==> src/design/sapp_pkg.sv <==
`default_nettype none
package sapp_pkg;

  // Datagram framing
  localparam int MAX_PACKET_BYTES = 2048;
  localparam int POS_W            = $clog2(MAX_PACKET_BYTES + 2);
  localparam int HDR_BYTES        = 8;
  localparam int TAG_BYTES        = 16;
  localparam int TAG_W            = 4;
  localparam int TAG_END          = HDR_BYTES + TAG_BYTES;
  localparam int ID_END           = 4;

  // SDP byte count, saturating
  localparam int               LEN_W   = 11;
  localparam logic [LEN_W-1:0] LEN_MAX = {LEN_W{1'b1}};

  // Header flag fields
  localparam logic [2:0] VERSION_MASK = 3'h7;
  localparam logic [2:0] SAP_VERSION  = 3'h1;

  // Command queue between front and back
  localparam int QUEUE_DEPTH = 4;
  localparam int QPTR_W      = $clog2(QUEUE_DEPTH);

  typedef enum logic [2:0] {
    ST_OK       = 3'd0,
    ST_SHORT    = 3'd1,
    ST_BAD_VER  = 3'd2,
    ST_NOT_IPV4 = 3'd3,
    ST_CRYPT    = 3'd4,
    ST_AUTH     = 3'd5,
    ST_LONG     = 3'd6
  } status_e;

  typedef enum logic [1:0] {
    B_HEAD,
    B_RPL_RD,
    B_RPL_OUT,
    B_SUM
  } back_state_e;

  typedef struct packed {
    status_e          status;
    logic             kind;
    logic [15:0]      id;
    logic [31:0]      origin;
    logic [LEN_W-1:0] sdp_len;
    logic             mime;
  } summary_t;

  // One command per beat that needs work in the back
  typedef struct packed {
    logic             store;
    logic             emit;
    logic             replay;
    logic             summary;
    logic [TAG_W-1:0] tag_idx;
    logic [7:0]       data;
    summary_t         sum;
  } cmd_t;

  // "application/sdp" plus a NUL byte
  function automatic logic [7:0] tag_char(input logic [TAG_W-1:0] idx);
    logic [7:0] c;
    case (idx)
      4'd0:    c = 8'h61;
      4'd1:    c = 8'h70;
      4'd2:    c = 8'h70;
      4'd3:    c = 8'h6C;
      4'd4:    c = 8'h69;
      4'd5:    c = 8'h63;
      4'd6:    c = 8'h61;
      4'd7:    c = 8'h74;
      4'd8:    c = 8'h69;
      4'd9:    c = 8'h6F;
      4'd10:   c = 8'h6E;
      4'd11:   c = 8'h2F;
      4'd12:   c = 8'h73;
      4'd13:   c = 8'h64;
      4'd14:   c = 8'h70;
      default: c = 8'h00;
    endcase
    return c;
  endfunction

endpackage
`default_nettype wire

==> src/design/sap_announcement_parser.sv <==
// SAP announcement header parser.
// Input channel: one datagram byte per beat (data_byte_i, end_of_packet_i
// marks the final byte), handshake in_valid_i / in_stall_o.
// Output channel: result beats on out_valid_o / out_stall_i. Payload beats
// (item_type_o = 0) carry SDP bytes; the summary beat (item_type_o = 1) ends
// each datagram with status, kind, id, origin, SDP length and tag flag.
// run_last_o marks the final result caused by one input byte.
// A front stage parses and classifies each byte and posts commands into a
// 4-entry queue; a back stage executes them into the output register.
// Each input byte passes through a queue slot and then the output register
// before its first result beat is presented. Throughput: 1 input byte per
// cycle while the queue has room. The back runs a payload byte, a tag byte
// or a lone summary straight from the queue head, and a last payload byte
// with its summary as a payload beat then a summary beat; a tag replay
// starts, then does a registered tag memory read and an output for each of
// 16 bytes.
// Header bytes post nothing, so the queue drains while they arrive.
// Reset clears all parse state and empties queue and output register.
// When the receiver stalls, the output beat holds, the queue fills and then
// in_stall_o rises; no byte or result is lost.
`default_nettype none
module sap_announcement_parser (
  input  wire logic        clk_i,
  input  wire logic        rst_ni,
  input  wire logic        in_valid_i,
  output logic             in_stall_o,
  input  wire logic [7:0]  data_byte_i,
  input  wire logic        end_of_packet_i,
  output logic             out_valid_o,
  input  wire logic        out_stall_i,
  output logic             item_type_o,
  output logic [7:0]       payload_byte_o,
  output logic             run_last_o,
  output logic [2:0]       status_o,
  output logic             msg_kind_o,
  output logic [15:0]      msg_id_o,
  output logic [31:0]      origin_ipv4_o,
  output logic [10:0]      sdp_length_o,
  output logic             mime_present_o
);

  logic           q_full, q_push, q_pop, q_valid;
  sapp_pkg::cmd_t push_cmd, head_cmd;

  sapp_front u_front (
    .clk_i           (clk_i),
    .rst_ni          (rst_ni),
    .in_valid_i      (in_valid_i),
    .in_stall_o      (in_stall_o),
    .data_byte_i     (data_byte_i),
    .end_of_packet_i (end_of_packet_i),
    .q_full_i        (q_full),
    .push_o          (q_push),
    .cmd_o           (push_cmd)
  );

  sapp_cmd_queue u_queue (
    .clk_i      (clk_i),
    .rst_ni     (rst_ni),
    .push_i     (q_push),
    .push_cmd_i (push_cmd),
    .full_o     (q_full),
    .pop_i      (q_pop),
    .valid_o    (q_valid),
    .head_o     (head_cmd)
  );

  sapp_back u_back (
    .clk_i          (clk_i),
    .rst_ni         (rst_ni),
    .q_valid_i      (q_valid),
    .cmd_i          (head_cmd),
    .pop_o          (q_pop),
    .out_valid_o    (out_valid_o),
    .out_stall_i    (out_stall_i),
    .item_type_o    (item_type_o),
    .payload_byte_o (payload_byte_o),
    .run_last_o     (run_last_o),
    .status_o       (status_o),
    .msg_kind_o     (msg_kind_o),
    .msg_id_o       (msg_id_o),
    .origin_ipv4_o  (origin_ipv4_o),
    .sdp_length_o   (sdp_length_o),
    .mime_present_o (mime_present_o)
  );

endmodule
`default_nettype wire

==> src/design/sapp_front.sv <==
`default_nettype none
module sapp_front (
  input  wire logic          clk_i,
  input  wire logic          rst_ni,
  input  wire logic          in_valid_i,
  output logic               in_stall_o,
  input  wire logic [7:0]    data_byte_i,
  input  wire logic          end_of_packet_i,
  input  wire logic          q_full_i,
  output logic               push_o,
  output sapp_pkg::cmd_t     cmd_o
);

  logic [sapp_pkg::POS_W-1:0] pos_q, pos_d;
  logic [2:0]                 herr_q, herr_d;
  logic                       kind_q, kind_d;
  logic [15:0]                id_q, id_d;
  logic [31:0]                origin_q, origin_d;
  logic                       match_q, match_d;
  logic [sapp_pkg::LEN_W-1:0] cnt_q, cnt_d;

  logic                         accept;
  logic                         in_range;
  logic [sapp_pkg::TAG_W-1:0]   tag_idx;
  logic [sapp_pkg::LEN_W:0]     cnt_sum;
  logic                         full_len;
  sapp_pkg::cmd_t               cmd;

  assign in_stall_o = q_full_i;
  assign accept     = in_valid_i && !q_full_i;
  assign in_range   = pos_q < sapp_pkg::POS_W'(sapp_pkg::MAX_PACKET_BYTES);
  assign tag_idx    = sapp_pkg::TAG_W'(pos_q[sapp_pkg::TAG_W-1:0]
                                       - sapp_pkg::TAG_W'(sapp_pkg::HDR_BYTES));

  // Classify the beat by position and update per-packet state
  always_comb begin
    pos_d    = pos_q;
    herr_d   = herr_q;
    kind_d   = kind_q;
    id_d     = id_q;
    origin_d = origin_q;
    match_d  = match_q;
    cnt_d    = cnt_q;
    cnt_sum  = '0;
    full_len = 1'b0;
    cmd      = '0;
    cmd.tag_idx = tag_idx;
    cmd.data    = data_byte_i;

    if (in_range) begin
      if (pos_q == '0) begin
        kind_d = data_byte_i[2];
        if ((data_byte_i[7:5] & sapp_pkg::VERSION_MASK) != sapp_pkg::SAP_VERSION) begin
          herr_d = sapp_pkg::ST_BAD_VER;
        end else if (data_byte_i[4]) begin
          herr_d = sapp_pkg::ST_NOT_IPV4;
        end else if (data_byte_i[1:0] != 2'b00) begin
          herr_d = sapp_pkg::ST_CRYPT;
        end
      end else if (pos_q == sapp_pkg::POS_W'(1)) begin
        if (herr_q == sapp_pkg::ST_OK && data_byte_i != 8'h00) begin
          herr_d = sapp_pkg::ST_AUTH;
        end
      end else if (pos_q < sapp_pkg::POS_W'(sapp_pkg::ID_END)) begin
        id_d = {id_q[7:0], data_byte_i};
      end else if (pos_q < sapp_pkg::POS_W'(sapp_pkg::HDR_BYTES)) begin
        origin_d = {origin_q[23:0], data_byte_i};
      end else if (pos_q < sapp_pkg::POS_W'(sapp_pkg::TAG_END)) begin
        cmd.store = 1'b1;
        match_d   = match_q && (data_byte_i == sapp_pkg::tag_char(tag_idx));
        if (tag_idx == sapp_pkg::TAG_W'(sapp_pkg::TAG_BYTES - 1) &&
            herr_q == sapp_pkg::ST_OK && !match_d) begin
          cmd.replay = 1'b1;
          cnt_sum    = {1'b0, cnt_q} + (sapp_pkg::LEN_W + 1)'(sapp_pkg::TAG_BYTES);
          cnt_d      = cnt_sum > {1'b0, sapp_pkg::LEN_MAX} ? sapp_pkg::LEN_MAX
                                                          : cnt_sum[sapp_pkg::LEN_W-1:0];
        end
      end else if (herr_q == sapp_pkg::ST_OK) begin
        cmd.emit = 1'b1;
        cnt_d    = cnt_q == sapp_pkg::LEN_MAX ? cnt_q : cnt_q + 1'b1;
      end
    end

    if (pos_q <= sapp_pkg::POS_W'(sapp_pkg::MAX_PACKET_BYTES)) begin
      pos_d = pos_q + 1'b1;
    end

    // End of packet: summary from the updated state, then clear
    if (end_of_packet_i) begin
      full_len    = pos_d >= sapp_pkg::POS_W'(sapp_pkg::TAG_END);
      cmd.summary = 1'b1;
      if (!full_len) begin
        cmd.sum.status = sapp_pkg::ST_SHORT;
      end else if (herr_d != sapp_pkg::ST_OK) begin
        cmd.sum.status = sapp_pkg::status_e'(herr_d);
      end else if (pos_d > sapp_pkg::POS_W'(sapp_pkg::MAX_PACKET_BYTES)) begin
        cmd.sum.status = sapp_pkg::ST_LONG;
      end else begin
        cmd.sum.status = sapp_pkg::ST_OK;
      end
      cmd.sum.kind    = kind_d;
      cmd.sum.id      = id_d;
      cmd.sum.origin  = origin_d;
      cmd.sum.sdp_len = (!full_len || herr_d != sapp_pkg::ST_OK) ? '0 : cnt_d;
      cmd.sum.mime    = full_len && herr_d == sapp_pkg::ST_OK && match_d;
      pos_d    = '0;
      herr_d   = sapp_pkg::ST_OK;
      kind_d   = 1'b0;
      id_d     = '0;
      origin_d = '0;
      match_d  = 1'b1;
      cnt_d    = '0;
    end
  end

  assign cmd_o  = cmd;
  assign push_o = accept && (cmd.store || cmd.emit || cmd.summary);

  always_ff @(posedge clk_i or negedge rst_ni) begin
    if (!rst_ni) begin
      pos_q    <= '0;
      herr_q   <= sapp_pkg::ST_OK;
      kind_q   <= 1'b0;
      id_q     <= '0;
      origin_q <= '0;
      match_q  <= 1'b1;
      cnt_q    <= '0;
    end else if (accept) begin
      pos_q    <= pos_d;
      herr_q   <= herr_d;
      kind_q   <= kind_d;
      id_q     <= id_d;
      origin_q <= origin_d;
      match_q  <= match_d;
      cnt_q    <= cnt_d;
    end
  end

endmodule
`default_nettype wire

==> src/design/sapp_cmd_queue.sv <==
`default_nettype none
module sapp_cmd_queue (
  input  wire logic           clk_i,
  input  wire logic           rst_ni,
  input  wire logic           push_i,
  input  wire sapp_pkg::cmd_t push_cmd_i,
  output logic                full_o,
  input  wire logic           pop_i,
  output logic                valid_o,
  output sapp_pkg::cmd_t      head_o
);

  sapp_pkg::cmd_t              slot_q [sapp_pkg::QUEUE_DEPTH];
  logic [sapp_pkg::QPTR_W-1:0] wr_ptr_q, rd_ptr_q;
  logic [sapp_pkg::QPTR_W:0]   count_q;
  logic                        do_push, do_pop;

  assign full_o  = count_q == (sapp_pkg::QPTR_W + 1)'(sapp_pkg::QUEUE_DEPTH);
  assign valid_o = count_q != '0;
  assign head_o  = slot_q[rd_ptr_q];
  assign do_push = push_i && !full_o;
  assign do_pop  = pop_i && valid_o;

  // Pointers and fill count
  always_ff @(posedge clk_i or negedge rst_ni) begin
    if (!rst_ni) begin
      wr_ptr_q <= '0;
      rd_ptr_q <= '0;
      count_q  <= '0;
    end else begin
      if (do_push) wr_ptr_q <= wr_ptr_q + 1'b1;
      if (do_pop)  rd_ptr_q <= rd_ptr_q + 1'b1;
      if (do_push && !do_pop) begin
        count_q <= count_q + 1'b1;
      end else if (do_pop && !do_push) begin
        count_q <= count_q - 1'b1;
      end
    end
  end

  // Storage, no reset
  always_ff @(posedge clk_i) begin
    if (do_push) slot_q[wr_ptr_q] <= push_cmd_i;
  end

endmodule
`default_nettype wire

==> src/design/sapp_back.sv <==
`default_nettype none
module sapp_back (
  input  wire logic           clk_i,
  input  wire logic           rst_ni,
  input  wire logic           q_valid_i,
  input  wire sapp_pkg::cmd_t cmd_i,
  output logic                pop_o,
  output logic                out_valid_o,
  input  wire logic           out_stall_i,
  output logic                item_type_o,
  output logic [7:0]          payload_byte_o,
  output logic                run_last_o,
  output logic [2:0]          status_o,
  output logic                msg_kind_o,
  output logic [15:0]         msg_id_o,
  output logic [31:0]         origin_ipv4_o,
  output logic [sapp_pkg::LEN_W-1:0] sdp_length_o,
  output logic                mime_present_o
);

  sapp_pkg::back_state_e state_q, state_d;

  logic [7:0]                 tag_mem_q [sapp_pkg::TAG_BYTES];
  logic [7:0]                 rdata_q;
  logic [sapp_pkg::TAG_W-1:0] ridx_q;
  logic                       ridx_last;

  logic       out_free;
  logic       mem_we, rd_en, ridx_clr, ridx_inc;
  logic       load_pay, load_sum, pay_last;
  logic [7:0] pay_data;

  // Output register
  logic                       ovalid_q;
  logic                       otype_q;
  logic [7:0]                 obyte_q;
  logic                       olast_q;
  sapp_pkg::summary_t         osum_q;

  assign out_free  = !ovalid_q || !out_stall_i;
  assign ridx_last = ridx_q == sapp_pkg::TAG_W'(sapp_pkg::TAG_BYTES - 1);

  // Next state
  always_comb begin
    state_d = state_q;
    unique case (state_q)
      sapp_pkg::B_HEAD: begin
        if (q_valid_i) begin
          if (cmd_i.replay) begin
            state_d = sapp_pkg::B_RPL_RD;
          end else if (cmd_i.emit && cmd_i.summary && out_free) begin
            state_d = sapp_pkg::B_SUM;
          end
        end
      end
      sapp_pkg::B_RPL_RD: state_d = sapp_pkg::B_RPL_OUT;
      sapp_pkg::B_RPL_OUT: begin
        if (out_free) begin
          if (!ridx_last) begin
            state_d = sapp_pkg::B_RPL_RD;
          end else if (cmd_i.summary) begin
            state_d = sapp_pkg::B_SUM;
          end else begin
            state_d = sapp_pkg::B_HEAD;
          end
        end
      end
      sapp_pkg::B_SUM: begin
        if (out_free) state_d = sapp_pkg::B_HEAD;
      end
      default: state_d = sapp_pkg::B_HEAD;
    endcase
  end

  // Control outputs
  always_comb begin
    pop_o    = 1'b0;
    mem_we   = 1'b0;
    rd_en    = 1'b0;
    ridx_clr = 1'b0;
    ridx_inc = 1'b0;
    load_pay = 1'b0;
    load_sum = 1'b0;
    pay_last = 1'b0;
    pay_data = cmd_i.data;
    unique case (state_q)
      sapp_pkg::B_HEAD: begin
        if (q_valid_i) begin
          mem_we = cmd_i.store;
          if (cmd_i.replay) begin
            ridx_clr = 1'b1;
          end else if (cmd_i.emit) begin
            if (out_free) begin
              load_pay = 1'b1;
              pay_last = !cmd_i.summary;
              pop_o    = !cmd_i.summary;
            end
          end else if (cmd_i.summary) begin
            if (out_free) begin
              load_sum = 1'b1;
              pop_o    = 1'b1;
            end
          end else begin
            pop_o = 1'b1;
          end
        end
      end
      sapp_pkg::B_RPL_RD: rd_en = 1'b1;
      sapp_pkg::B_RPL_OUT: begin
        pay_data = rdata_q;
        if (out_free) begin
          load_pay = 1'b1;
          ridx_inc = 1'b1;
          pay_last = ridx_last && !cmd_i.summary;
          pop_o    = ridx_last && !cmd_i.summary;
        end
      end
      sapp_pkg::B_SUM: begin
        if (out_free) begin
          load_sum = 1'b1;
          pop_o    = 1'b1;
        end
      end
      default: ;
    endcase
  end

  // Tag byte store and registered read
  always_ff @(posedge clk_i) begin
    if (mem_we) tag_mem_q[cmd_i.tag_idx] <= cmd_i.data;
    if (rd_en)  rdata_q <= tag_mem_q[ridx_q];
  end

  always_ff @(posedge clk_i or negedge rst_ni) begin
    if (!rst_ni) begin
      state_q  <= sapp_pkg::B_HEAD;
      ridx_q   <= '0;
      ovalid_q <= 1'b0;
    end else begin
      state_q <= state_d;
      if (ridx_clr) begin
        ridx_q <= '0;
      end else if (ridx_inc) begin
        ridx_q <= ridx_q + 1'b1;
      end
      if (load_pay || load_sum) begin
        ovalid_q <= 1'b1;
      end else if (!out_stall_i) begin
        ovalid_q <= 1'b0;
      end
    end
  end

  // Result beat payload
  always_ff @(posedge clk_i) begin
    if (load_pay) begin
      otype_q <= 1'b0;
      obyte_q <= pay_data;
      olast_q <= pay_last;
      osum_q  <= '0;
    end else if (load_sum) begin
      otype_q <= 1'b1;
      obyte_q <= 8'h00;
      olast_q <= 1'b1;
      osum_q  <= cmd_i.sum;
    end
  end

  assign out_valid_o    = ovalid_q;
  assign item_type_o    = otype_q;
  assign payload_byte_o = obyte_q;
  assign run_last_o     = olast_q;
  assign status_o       = osum_q.status;
  assign msg_kind_o     = osum_q.kind;
  assign msg_id_o       = osum_q.id;
  assign origin_ipv4_o  = osum_q.origin;
  assign sdp_length_o   = osum_q.sdp_len;
  assign mime_present_o = osum_q.mime;

endmodule
`default_nettype wire
==> config.mk <==
export PLATFORM = sky130hd
export DESIGN_NAME = sap_announcement_parser
export DESIGN_NICKNAME = d
export VERILOG_FILES = /design/src/design/sapp_pkg.sv /design/src/design/sap_announcement_parser.sv /design/src/design/sapp_front.sv /design/src/design/sapp_cmd_queue.sv /design/src/design/sapp_back.sv
export SDC_FILE = /design/constraint.sdc
export NUM_CORES = 1
export LEC_CHECK = 0
export CAP_MARGIN = 40
export CORE_AREA = 8 8 282 284
export CTS_CLUSTER_DIAMETER = 200
export CTS_CLUSTER_SIZE = 30
export DETAILED_ROUTE_END_ITERATION = 7
export DIE_AREA = 0 0 290 292
export DONT_BUFFER_PORTS = 1
export GPL_TIMING_DRIVEN = 1
export SETUP_SLACK_MARGIN = 0.5
export SLEW_MARGIN = 20
export SYNTH_ARGS = -nofsm -noshare
export SYNTH_HDL_FRONTEND = slang
export SYNTH_SLANG_ARGS = --single-unit
==> constraint.sdc <==
create_clock -name clk_i -period 4.5 [get_ports clk_i]
set_input_delay 0.9 -clock clk_i [delete_from_list [all_inputs] [get_ports clk_i]]
set_output_delay 0.9 -clock clk_i [all_outputs]
set_load 0.005 [all_outputs]
==> results.json, run 1 <==
{
  "syn2layout_area_growth_pct": 7.393,
  "drv_cap": 0,
  "io_pins": 89,
  "setup_violations": 0,
  "dpl_worst_slack_ns": 0.9055,
  "viasPerCell": 5.333,
  "status": "finished clean",
  "detail_route.wl_per_cell_microns": 21.72,
  "rsz0062_at_grt": "no",
  "drcViolationCount": 0,
  "setup-tns-final_ns": 0,
  "synthArstFlopShare": 0.1452,
  "reg2reg_to": "u_queue.count_q[2]",
  "critPathKind": "reg2reg",
  "synth_edf_count": 465,
  "synth-seq-area-share": 0.6757,
  "fin_util": 0.3703,
  "fin_crit_sh": 0.8143,
  "r2r-start": "u_front.pos_q[3]",
  "max_freq_mhz": 272.9,
  "grt_start_max_net_pins": 123,
  "fillers": 6949,
  "synth.cell_area_sq_um": 25930,
  "gp_congestion": 0.8146,
  "yosys.area.top_type_share": 0.5386,
  "track_usage": 0.1371,
  "dp.final_hpwl_mm": 38.27,
  "cp.required_ns": 5.02,
  "initial_core_util": 0.3448,
  "ant_nets": 0,
  "seq_area_sq_um": 17530,
  "rows": 101,
  "instances_no_fill": 2754,
  "numPortBuffers": 0,
  "tightestPinTransition_ns": 0.8396,
  "cts_max_level": 1,
  "synth.avg_cell_area_sq_um": 14.40,
  "synthesis.nets": 1834,
  "r2r_cells": 12,
  "cts_max_path_buffers": 3,
  "finalNetCount": 1793,
  "ys_seq_elements": 620,
  "hold_viol_final": 0,
  "drt_first_pass_iters": 5,
  "crit_start": "u_front.pos_q[3]",
  "cts_tree": "yes",
  "period_minus_slack_ns": 3.664,
  "post_cts_resized": 0,
  "routed_wl_mm": 59.82,
  "clk_pin_slew_ns": 0.12,
  "grt_overflow": 0,
  "leakagePower_nw": 9.054,
  "yosys_warnings": 0,
  "core_sq_um": 75190,
  "netlist-cell-type-count": 71,
  "hp-class": "in2async",
  "arrival_ns": 4.18,
  "cp-start-kind": "flop",
  "slew_viol_final": 0,
  "max-slew-margin-rel": 0.4403,
  "cts.sinks": 620,
  "grt_pass1_vias": 14640,
  "drive_above_1_share": 0.1216,
  "synth_flop_cell": "edfxtp_1",
  "crit_fanout": 22,
  "drtIter0Drc": 1339,
  "vias": 14690,
  "multi_input_area_sq_um": 7880,
  "root_buffer": "clkbuf_16",
  "peakVddDrop_mv": 0.2853,
  "rrSetupSlack_ns": 0.84,
  "grt_pass1_wl_mm": 92.03,
  "syn_inst": 1800,
  "fp.dieW_microns": 290,
  "dp.cells": 2704,
  "crit_path_end_kind": "flop",
  "antenna_found_initial": 0,
  "cellPowerDensity_nw_per_um2": 582.0,
  "skew_ns": 0.02601,
  "dieArea_sq_um": 84680,
  "fin_ws_ns": 0.8355,
  "crit_end": "u_queue.count_q[2]",
  "yosysTopAreaCell": "edfxtp_1",
  "yosys-top-cells-area": "edfxtp_1 54%, mux4_2 10%, dfrtp_1 8.6%, dfxtp_1 5.0%, nand2_1 4.8%",
  "numCtsBuffers": 24,
  "die-height_microns": 292,
  "diodes": 0,
  "clkLatencyLatePin_ns": 0.60
}
[how the worst min path moves through the flow]
| stage | startpoint | endpoint | depth (start not counted) |
|---|---|---|---|
| 4_1_cts | rst_ni | u_front.match_q | 0 |
| 3_3_place_gp | u_front.origin_q[29] | u_front.origin_q[29] | 2 |
| 5_1_grt | rst_ni | u_front.match_q | 0 |
| 6_report | rst_ni | u_front.match_q | 0 |
| 2_1_floorplan | u_front.id_q[10] | u_front.id_q[10] | 2 |
| 3_5_place_dp | u_front.origin_q[27] | u_front.origin_q[27] | 2 |
[cell usage after synthesis, types with 4 or more instances]
master	n
edfxtp_1	465
a211o_1	4
a21oi_1	87
and3_1	13
mux2i_1	14
nand4_1	9
nand2_1	332
buf_6	6
xor2_1	5
buf_4	8
xnor2_1	13
or3_1	7
o2111ai_1	4
o21a_1	5
inv_1	15
nor2_1	74
o21ai_1	5
o211a_1	4
nor3_1	15
mux4_2	120
nor4_1	5
nor2b_1	4
dfxtp_1	65
o21ai_0	98
and2_1	11
nand2b_1	9
or2_2	4
dfrtp_1	89
buf_1	5
a21boi_0	99
clkbuf_1	74
buf_2	16
nand3_1	24
o211ai_1	10
ha_1	20
a31oi_1	6
[cell usage in the layout (no fill, tap or decap), types with 9 or more instances in the layout]
master,n
edfxtp_1,465
nand2_1,332
mux4_2,120
a21boi_0,99
o21ai_0,98
a21oi_1,87
dfrtp_1,85
nor2_1,73
dfxtp_1,65
buf_4,32
clkbuf_16,25
nand3_1,24
ha_1,20
clkbuf_1,17
inv_1,15
mux2i_1,14
and3_1,13
xnor2_1,13
nor3_1,13
o211ai_1,10
nand4_1,9
[routing by layer]
layer | up-vias | part of all wire | routed length [microns] | GRT usage
met1 | 7626 | 0.44 | 26250 | 0.1843
met4 | 0 | 0.015 | 902 | 0.02405
met2 | 344 | 0.49 | 29610 | 0.2365
met3 | 50 | 0.051 | 3052 | 0.02187
li1 | 6666 | - | - | -
met5 | - | 0 | 0 | 0
[stage by stage]
stage	hold WS [ns]	power (W)	cell area, sq um
CTS	0.1055	0.01645	27790
global route	0.09790	0.01719	27840
finish	0.1487	0.01621	27840
floorplan	0.4497	0.01193	25930
detailed placement	0.4715	0.01370	27060
global placement	0.4621	0.01352	27020
[cell families after synthesis]
logic type | Yosys count | share of synthesized area
flops | 620 | 0.6757
simple gates | 527 | 0.08961
compound gates | 354 | 0.08614
mux | 135 | 0.1101
buf+inv | 124 | 0.02162
fa+ha+maj | 22 | 0.01081
xor+xnor | 18 | 0.006080
[layout make-up]
cell class | instances | area share
inverters | 15 | 0.002022
multi-input cells | 1056 | 0.2830
repair buffers | 42 | 0.01636
flip-flops and latches | 620 | 0.6295
clock buffers | 42 | 0.02476
well taps | 978 | 0.04395
clock inverters | 1 | 0.0004044
[critical path: stages, from the launching register on]
cell and delay, ns:
dfrtp_1 0.81, nand2_1 0.34, and4_1 0.54, nor3_1 0.47
nor3_1 0.09, nor2_1 0.11, buf_4 0.17, ha_1 0.19
inv_1 0.06, fa_1 0.37, xor2_1 0.16, nor2_1 0.12
xor2_1 0.15
[sequential cells by signal, indices dropped and copies added (netlist names), 3 cells and up]
| name | cells |
|---|---|
| u_back.status_o | 3 |
| u_back.ridx_q | 4 |
| u_back.origin_ipv4_o | 32 |
| u_back.tag_mem_q | 128 |
| u_front.id_q | 16 |
| u_front.pos_q | 12 |
| u_front.cnt_q | 11 |
| u_queue.slot_q | 320 |
| u_back.rdata_q | 8 |
| u_queue.count_q | 3 |
| u_front.herr_q | 3 |
| u_front.origin_q | 32 |
| u_back.sdp_length_o | 11 |
| u_back.msg_id_o | 16 |
| u_back.payload_byte_o | 8 |
[power by group]
group / internal, W / switching (W)
sequential: 0.00758 / 0.000681
combinational: 0.00202 / 0.00317
clock: 0.00107 / 0.00168
total: 0.0107 / 0.00554
[timing repair]
item                                   4_1_cts  5_1_grt
endpoints found under the hold margin       89        0
hold buffers                                 1        0
setup buffers                                0        0
Note: power is estimated with default switching activity, not from simulation.
==> run 2: changes to the inputs <==
- clock period: 4.5 -> 3.6 ns (I/O delays scaled with it)
==> results.json, run 2 (synthesis gave the netlist of run 1 again) <==
{
  "root_buffer": "clkbuf_16",
  "die-height_microns": 292,
  "track_usage": 0.1369,
  "slew_viol_final": 0,
  "finalNetCount": 1818,
  "drt_first_pass_iters": 5,
  "drv_cap": 0,
  "stdcell_area_sq_um": 28160,
  "period_minus_slack_ns": 2.951,
  "setup_violations": 0,
  "top_regs": "u_queue.slot_q (320), u_back.tag_mem_q (128)",
  "peakVddDrop_mv": 0.3723,
  "tightestPinTransition_ns": 0.7619,
  "crit_fanout": 40,
  "whs_ns": 0.04526,
  "drtIter0Drc": 1166,
  "power.total_w": 0.02034,
  "syn2layout_area_growth_pct": 8.609,
  "largest_reg_flops": 320,
  "cp.required_ns": 3.87,
  "vias": 14820,
  "numPortBuffers": 0,
  "grt_overflow": 0,
  "setup-tns-final_ns": 0,
  "rsz0062_at_grt": "no",
  "cts_tree": "yes",
  "detail_route.wl_per_cell_microns": 21.70,
  "hold_viol_final": 0,
  "skew_ns": 0.02108,
  "cellPowerDensity_nw_per_um2": 722.2,
  "largest-register": "u_queue.slot_q",
  "multi_input_area_sq_um": 7939,
  "gp_congestion": 0.8507,
  "grt_start_max_net_pins": 123,
  "routed_wl_mm": 60.33,
  "critPathKind": "reg2reg",
  "r2r_cells": 9,
  "seq_area_sq_um": 17530,
  "max-slew-margin-rel": 0.4902,
  "ant_nets": 0,
  "fp.dieW_microns": 290,
  "fillers": 6944,
  "fin_crit_sh": 0.8197,
  "clk_pin_slew_ns": 0.12,
  "core_sq_um": 75190,
  "hp-class": "in2async",
  "grt_pass1_wl_mm": 92.04,
  "antenna_found_initial": 0,
  "drcViolationCount": 0,
  "leakagePower_nw": 9.213,
  "drive_above_1_share": 0.1426,
  "viasPerCell": 5.330,
  "crit_path_end_kind": "flop",
  "fin_util": 0.3745,
  "clkLatencyLatePin_ns": 0.60,
  "cp-start-kind": "flop",
  "dpl-instance-area_sq_um": 27210,
  "status": "finished clean",
  "grt_pass1_vias": 14560,
  "rows": 101,
  "cts_max_path_buffers": 3,
  "cts_max_level": 1,
  "arrival_ns": 3.22,
  "dp.final_hpwl_mm": 38.43,
  "max_freq_mhz": 338.9,
  "dieArea_sq_um": 84680,
  "cts.sinks": 620,
  "io_pins": 89,
  "diodes": 0,
  "final_cell_mix": "465 x edfxtp_1, 331 x nand2_1, 120 x mux4_2",
  "initial_core_util": 0.3448,
  "final_common_cell": "edfxtp_1",
  "numCtsBuffers": 24
}
## run 2: cell count changes in the layout (fill, tap and decap cells not counted), sizes merged
| cell | previous run | this run |
|---|---|---|
| buf | 42 | 65 |
| clkbuf | 42 | 43 |
| bufbuf | 0 | 2 |
## run 2: layout make-up
type	instances	share of cell area
timing repair buffer	67	0.02502
inverter	15	0.001999
clock inverter	1	0.0003999
clock buffer	43	0.02462
sequential	620	0.6226
tap	978	0.04345
multi-input combinational	1056	0.2819
## run 2: repair_timing
item                                    CTS  global route
gates resized for setup                  11            11
cloned                                    2             0
endpoints found under the hold margin    90             0
pin swaps                                 2             2
endpoints found under the setup margin  214           139
buffers inserted                          3             4
hold buffers                              1             0
## run 2: worst max-delay path, cell delays in order, from the launching register on
cell	delay (ns)
dfrtp_1	0.49
nor4_4	0.38
and4_4	0.32
nand2_1	0.12
inv_1	0.19
nor3_1	0.07
nor2_1	0.18
buf_4	0.21
and2_4	0.21
bufbuf_16	0.43
## run 2: per-layer routing
metal	wire (microns)	up-vias	part of all wire	global-route usage
met1	26420	7672	0.44	0.1862
met4	1083	0	0.018	0.02588
li1	-	6719	-	-
met3	2773	51	0.046	0.01777
met2	30060	376	0.50	0.2358
met5	0	-	0	0
## run 2: final timing paths
kind	startpoint	end	slack [ns]
setup / recovery	u_front.pos_q[9]	u_queue.slot_q[2][40]	0.65
setup reg to reg	u_front.pos_q[9]	u_queue.slot_q[2][40]	0.65
min in group clk_i	data_byte_i[2]	u_queue.slot_q[0][66]	0.22
max in group asynchronous	rst_ni	u_front.pos_q[2]	3.12
hold / removal	rst_ni	u_front.cnt_q[6]	0.05
hold reg to reg	u_back.msg_id_o[5]	u_back.msg_id_o[5]	0.49
## run 2: stage by stage
step | std cells | setup slack (ns)
floorplan | 1800 | 0.3517
global placement | 2724 | 0.4770
detailed placement | 2726 | 0.3183
CTS | 2776 | 0.5064
global route | 2780 | 0.5157
finish | 2780 | 0.6490
## run 2: report_power, final
part,switching [W],internal (W)
logic,0.00399,0.00262
registers,0.000818,0.00948
clock network,0.00209,0.00134
total,0.00690,0.0134
==> run 3: changes to the inputs <==
- ABC_AREA: default -> 1
- clock period: 3.6 -> 2.9 ns (I/O delays scaled with it)
==> results.json, run 3 <==
{
  "status": "complete, but fails checks",
  "violations": "negative hold slack",
  "setup-tns-final_ns": 0,
  "grt_overflow": 0,
  "crit_cells": 14,
  "largest-register": "u_queue.slot_q",
  "synth_flop_cell": "edfxtp_1",
  "grt_start_max_net_pins": 113,
  "grt_pass1_vias": 17170,
  "pwr-share-seq": 0.437,
  "syn2layout_area_growth_pct": 14.88,
  "initial_core_util": 0.3444,
  "top_regs": "u_queue.slot_q (320), u_back.tag_mem_q (128)",
  "cts_max_level": 1,
  "drtIter0Drc": 1763,
  "ant_nets": 0,
  "clkLatencyLatePin_ns": 0.60,
  "diodes": 0,
  "dieArea_sq_um": 84680,
  "power.total_w": 0.02911,
  "r2r-start": "u_queue.rd_ptr_q[0]",
  "cp_cell_sequence": "clkinv_8, buf_12, nand2_4, nand3_2, nand2_2, inv_2, o21ai_1, nand2_1, o211ai_1, nand3_2, ha_4, inv_4, fa_2, mux2_4",
  "max_stage_delay_ns": 0.53,
  "rows": 101,
  "critPathKind": "reg2reg",
  "clockPowerShare": 0.148,
  "cellPowerDensity_nw_per_um2": 978.6,
  "peakVddDrop_mv": 0.4814,
  "dp.final_hpwl_mm": 41.24,
  "final_common_cell": "edfxtp_1",
  "synthesis.nets": 2432,
  "antenna_found_initial": 1,
  "switching_share": 0.3940,
  "internal_power_w": 0.01764,
  "slew_viol_final": 0,
  "drt_first_pass_iters": 8,
  "viasPerCell": 5.325,
  "drcViolationCount": 0,
  "yosys_warnings": 0,
  "synth.avg_cell_area_sq_um": 10.80,
  "synth_commonest_cells": "468 x nor2_1, 465 x edfxtp_1, 300 x o21ai_0",
  "setup_violations": 0,
  "crit_top_cell": "nand3_2",
  "clk_pin_slew_ns": 0.12,
  "cts_max_path_buffers": 3,
  "cp.required_ns": 3.39,
  "yosys.area.top_type_share": 0.5392,
  "period_minus_slack_ns": 2.498,
  "r2r_cells": 14,
  "vias": 18380,
  "hp-class": "in2async",
  "track_usage": 0.1542,
  "power_switching_w": 0.01147,
  "dp.cells": 3334,
  "io_pins": 89,
  "reg2reg_to": "u_queue.count_q[1]",
  "crit_fanout": 6,
  "fp.dieW_microns": 290,
  "core_sq_um": 75190,
  "crit_slowest_cell": "dfrtp_4",
  "numCtsBuffers": 24,
  "instances_no_fill": 3452,
  "cts_tree": "yes",
  "skew_ns": 0.01930,
  "fin_crit_sh": 0.8613,
  "path_buf_inv": 4,
  "drive_above_1_share": 0.1431,
  "cts.sinks": 620,
  "netlist-cell-type-count": 50,
  "rsz0062_at_grt": "yes",
  "synth.most_common_cell": "nor2_1",
  "drv_cap": 0,
  "leakagePower_nw": 10.88,
  "largest_reg_flops": 320,
  "p_comb_frac": 0.414,
  "synthArstFlopShare": 0.1452,
  "tightestPinTransition_ns": 0.8981,
  "rrSetupSlack_ns": 0.40,
  "hold_viol_final": 90,
  "finalNetCount": 2490,
  "routed_wl_mm": 71.45,
  "detail_route.wl_per_cell_microns": 20.70,
  "yosys-top-cells-area": "edfxtp_1 54%, dfrtp_1 8.6%, nor2_1 6.8%, o21ai_0 5.8%, dfxtp_1 5.0%",
  "root_buffer": "clkbuf_16",
  "ys_seq_elements": 620,
  "yosysTopAreaCell": "edfxtp_1",
  "synth-seq-area-share": 0.6764,
  "critical-path-top-delay-family": "adder cells",
  "grt_pass1_wl_mm": 104.9,
  "gp_congestion": 0.8686,
  "synth_edf_count": 465,
  "numPortBuffers": 0,
  "arrival_ns": 2.99,
  "crit_path_end_kind": "flop",
  "cp-start-kind": "flop",
  "max-slew-margin-rel": 0.4013,
  "max_freq_mhz": 400.3,
  "syn_inst": 2398,
  "final_cell_mix": "465 x edfxtp_1, 448 x nor2_1, 294 x o21ai_0",
  "whs_ns": -0.3089,
  "die-height_microns": 292,
  "synth.cell_area_sq_um": 25900
}
==> run 3: cell count changes after synthesis, sizes merged, moves of 48 or more <==
cell | before | now
o21ai | 103 | 352
a21oi | 87 | 39
nor2 | 75 | 478
mux4 | 120 | 0
inv | 15 | 148
a31oi | 6 | 64
a21boi | 99 | 1
o22ai | 3 | 93
==> run 3: layout make-up <==
cell class,count,area (sq um)
Inverter,152,610.6
Multi-Input combinational cell,1491,7772
Clock buffer,43,693.2
Timing Repair Buffer,167,1904
Tap cell,978,1224
Clock inverter,1,11.26
Fill cell,7064,45440
Sequential cell,620,17540
==> run 3: logic make-up after synthesis <==
family / after synthesis / synth area share
adder cells (fa/ha/maj): 21 / 0.01044
flip-flops: 620 / 0.6764
XOR/XNOR: 17 / 0.005749
AO/OA/AOI/OAI: 579 / 0.1245
AND/OR/NAND/NOR: 872 / 0.1370
buffers and inverters: 288 / 0.04551
multiplexers: 1 / 0.0004348
==> run 3: how the worst max path moves through the flow <==
stage | start | end | slack, ns
floorplan | u_front.pos_q[9] | u_queue.slot_q[0][0] | -0.10
global placement | u_front.pos_q[0] | u_queue.slot_q[3][1] | 0.31
detailed placement | u_front.pos_q[0] | u_queue.slot_q[0][1] | 0.15
CTS | u_queue.rd_ptr_q[0] | u_back.tag_mem_q[7][3] | 0.44
global route | u_queue.rd_ptr_q[0] | u_back.msg_id_o[5] | 0.28
finish | u_queue.rd_ptr_q[0] | u_queue.count_q[1] | 0.40
==> run 3: what timing repair did <==
action / CTS / global route
hold endpoints to repair: 90 / 90
pin swaps: 12 / 59
cloned: 4 / 7
endpoints found under the setup margin: 513 / 532
resized for setup: 42 / 134
setup buffers: 15 / 48
==> run 3: power by group through the flow <==
stage | registers, W | clock network [W] | logic, W
floorplan | 0.0126 | 0 | 0.00683
global placement | 0.0129 | 0 | 0.0103
detailed placement | 0.0130 | 0 | 0.0106
CTS | 0.0127 | 0.00440 | 0.0111
global route | 0.0129 | 0.00467 | 0.0133
finish | 0.0127 | 0.00432 | 0.0121
==> run 3: layer usage <==
layer  share of wire  up-vias  GRT usage  routed length (microns)
met2            0.47      613     0.2508                    33450
met4           0.018        0    0.03101                     1277
li1                -     8493          -                        -
met1            0.44     9205     0.2165                    31570
met3           0.072       72    0.02688                     5154
met5               0        -          0                        0
==> run 3: metrics by stage <==
step / setup WS, ns / area [sq um] / util
after detailed placement: 0.1530 / 27610 / 0.3672
after global routing: 0.2817 / 29750 / 0.3957
after floorplan: -0.1042 / 25980 / -
after CTS: 0.4362 / 28670 / 0.3813
after global placement: 0.3088 / 27610 / 0.3672
final: 0.4022 / 29750 / 0.3957
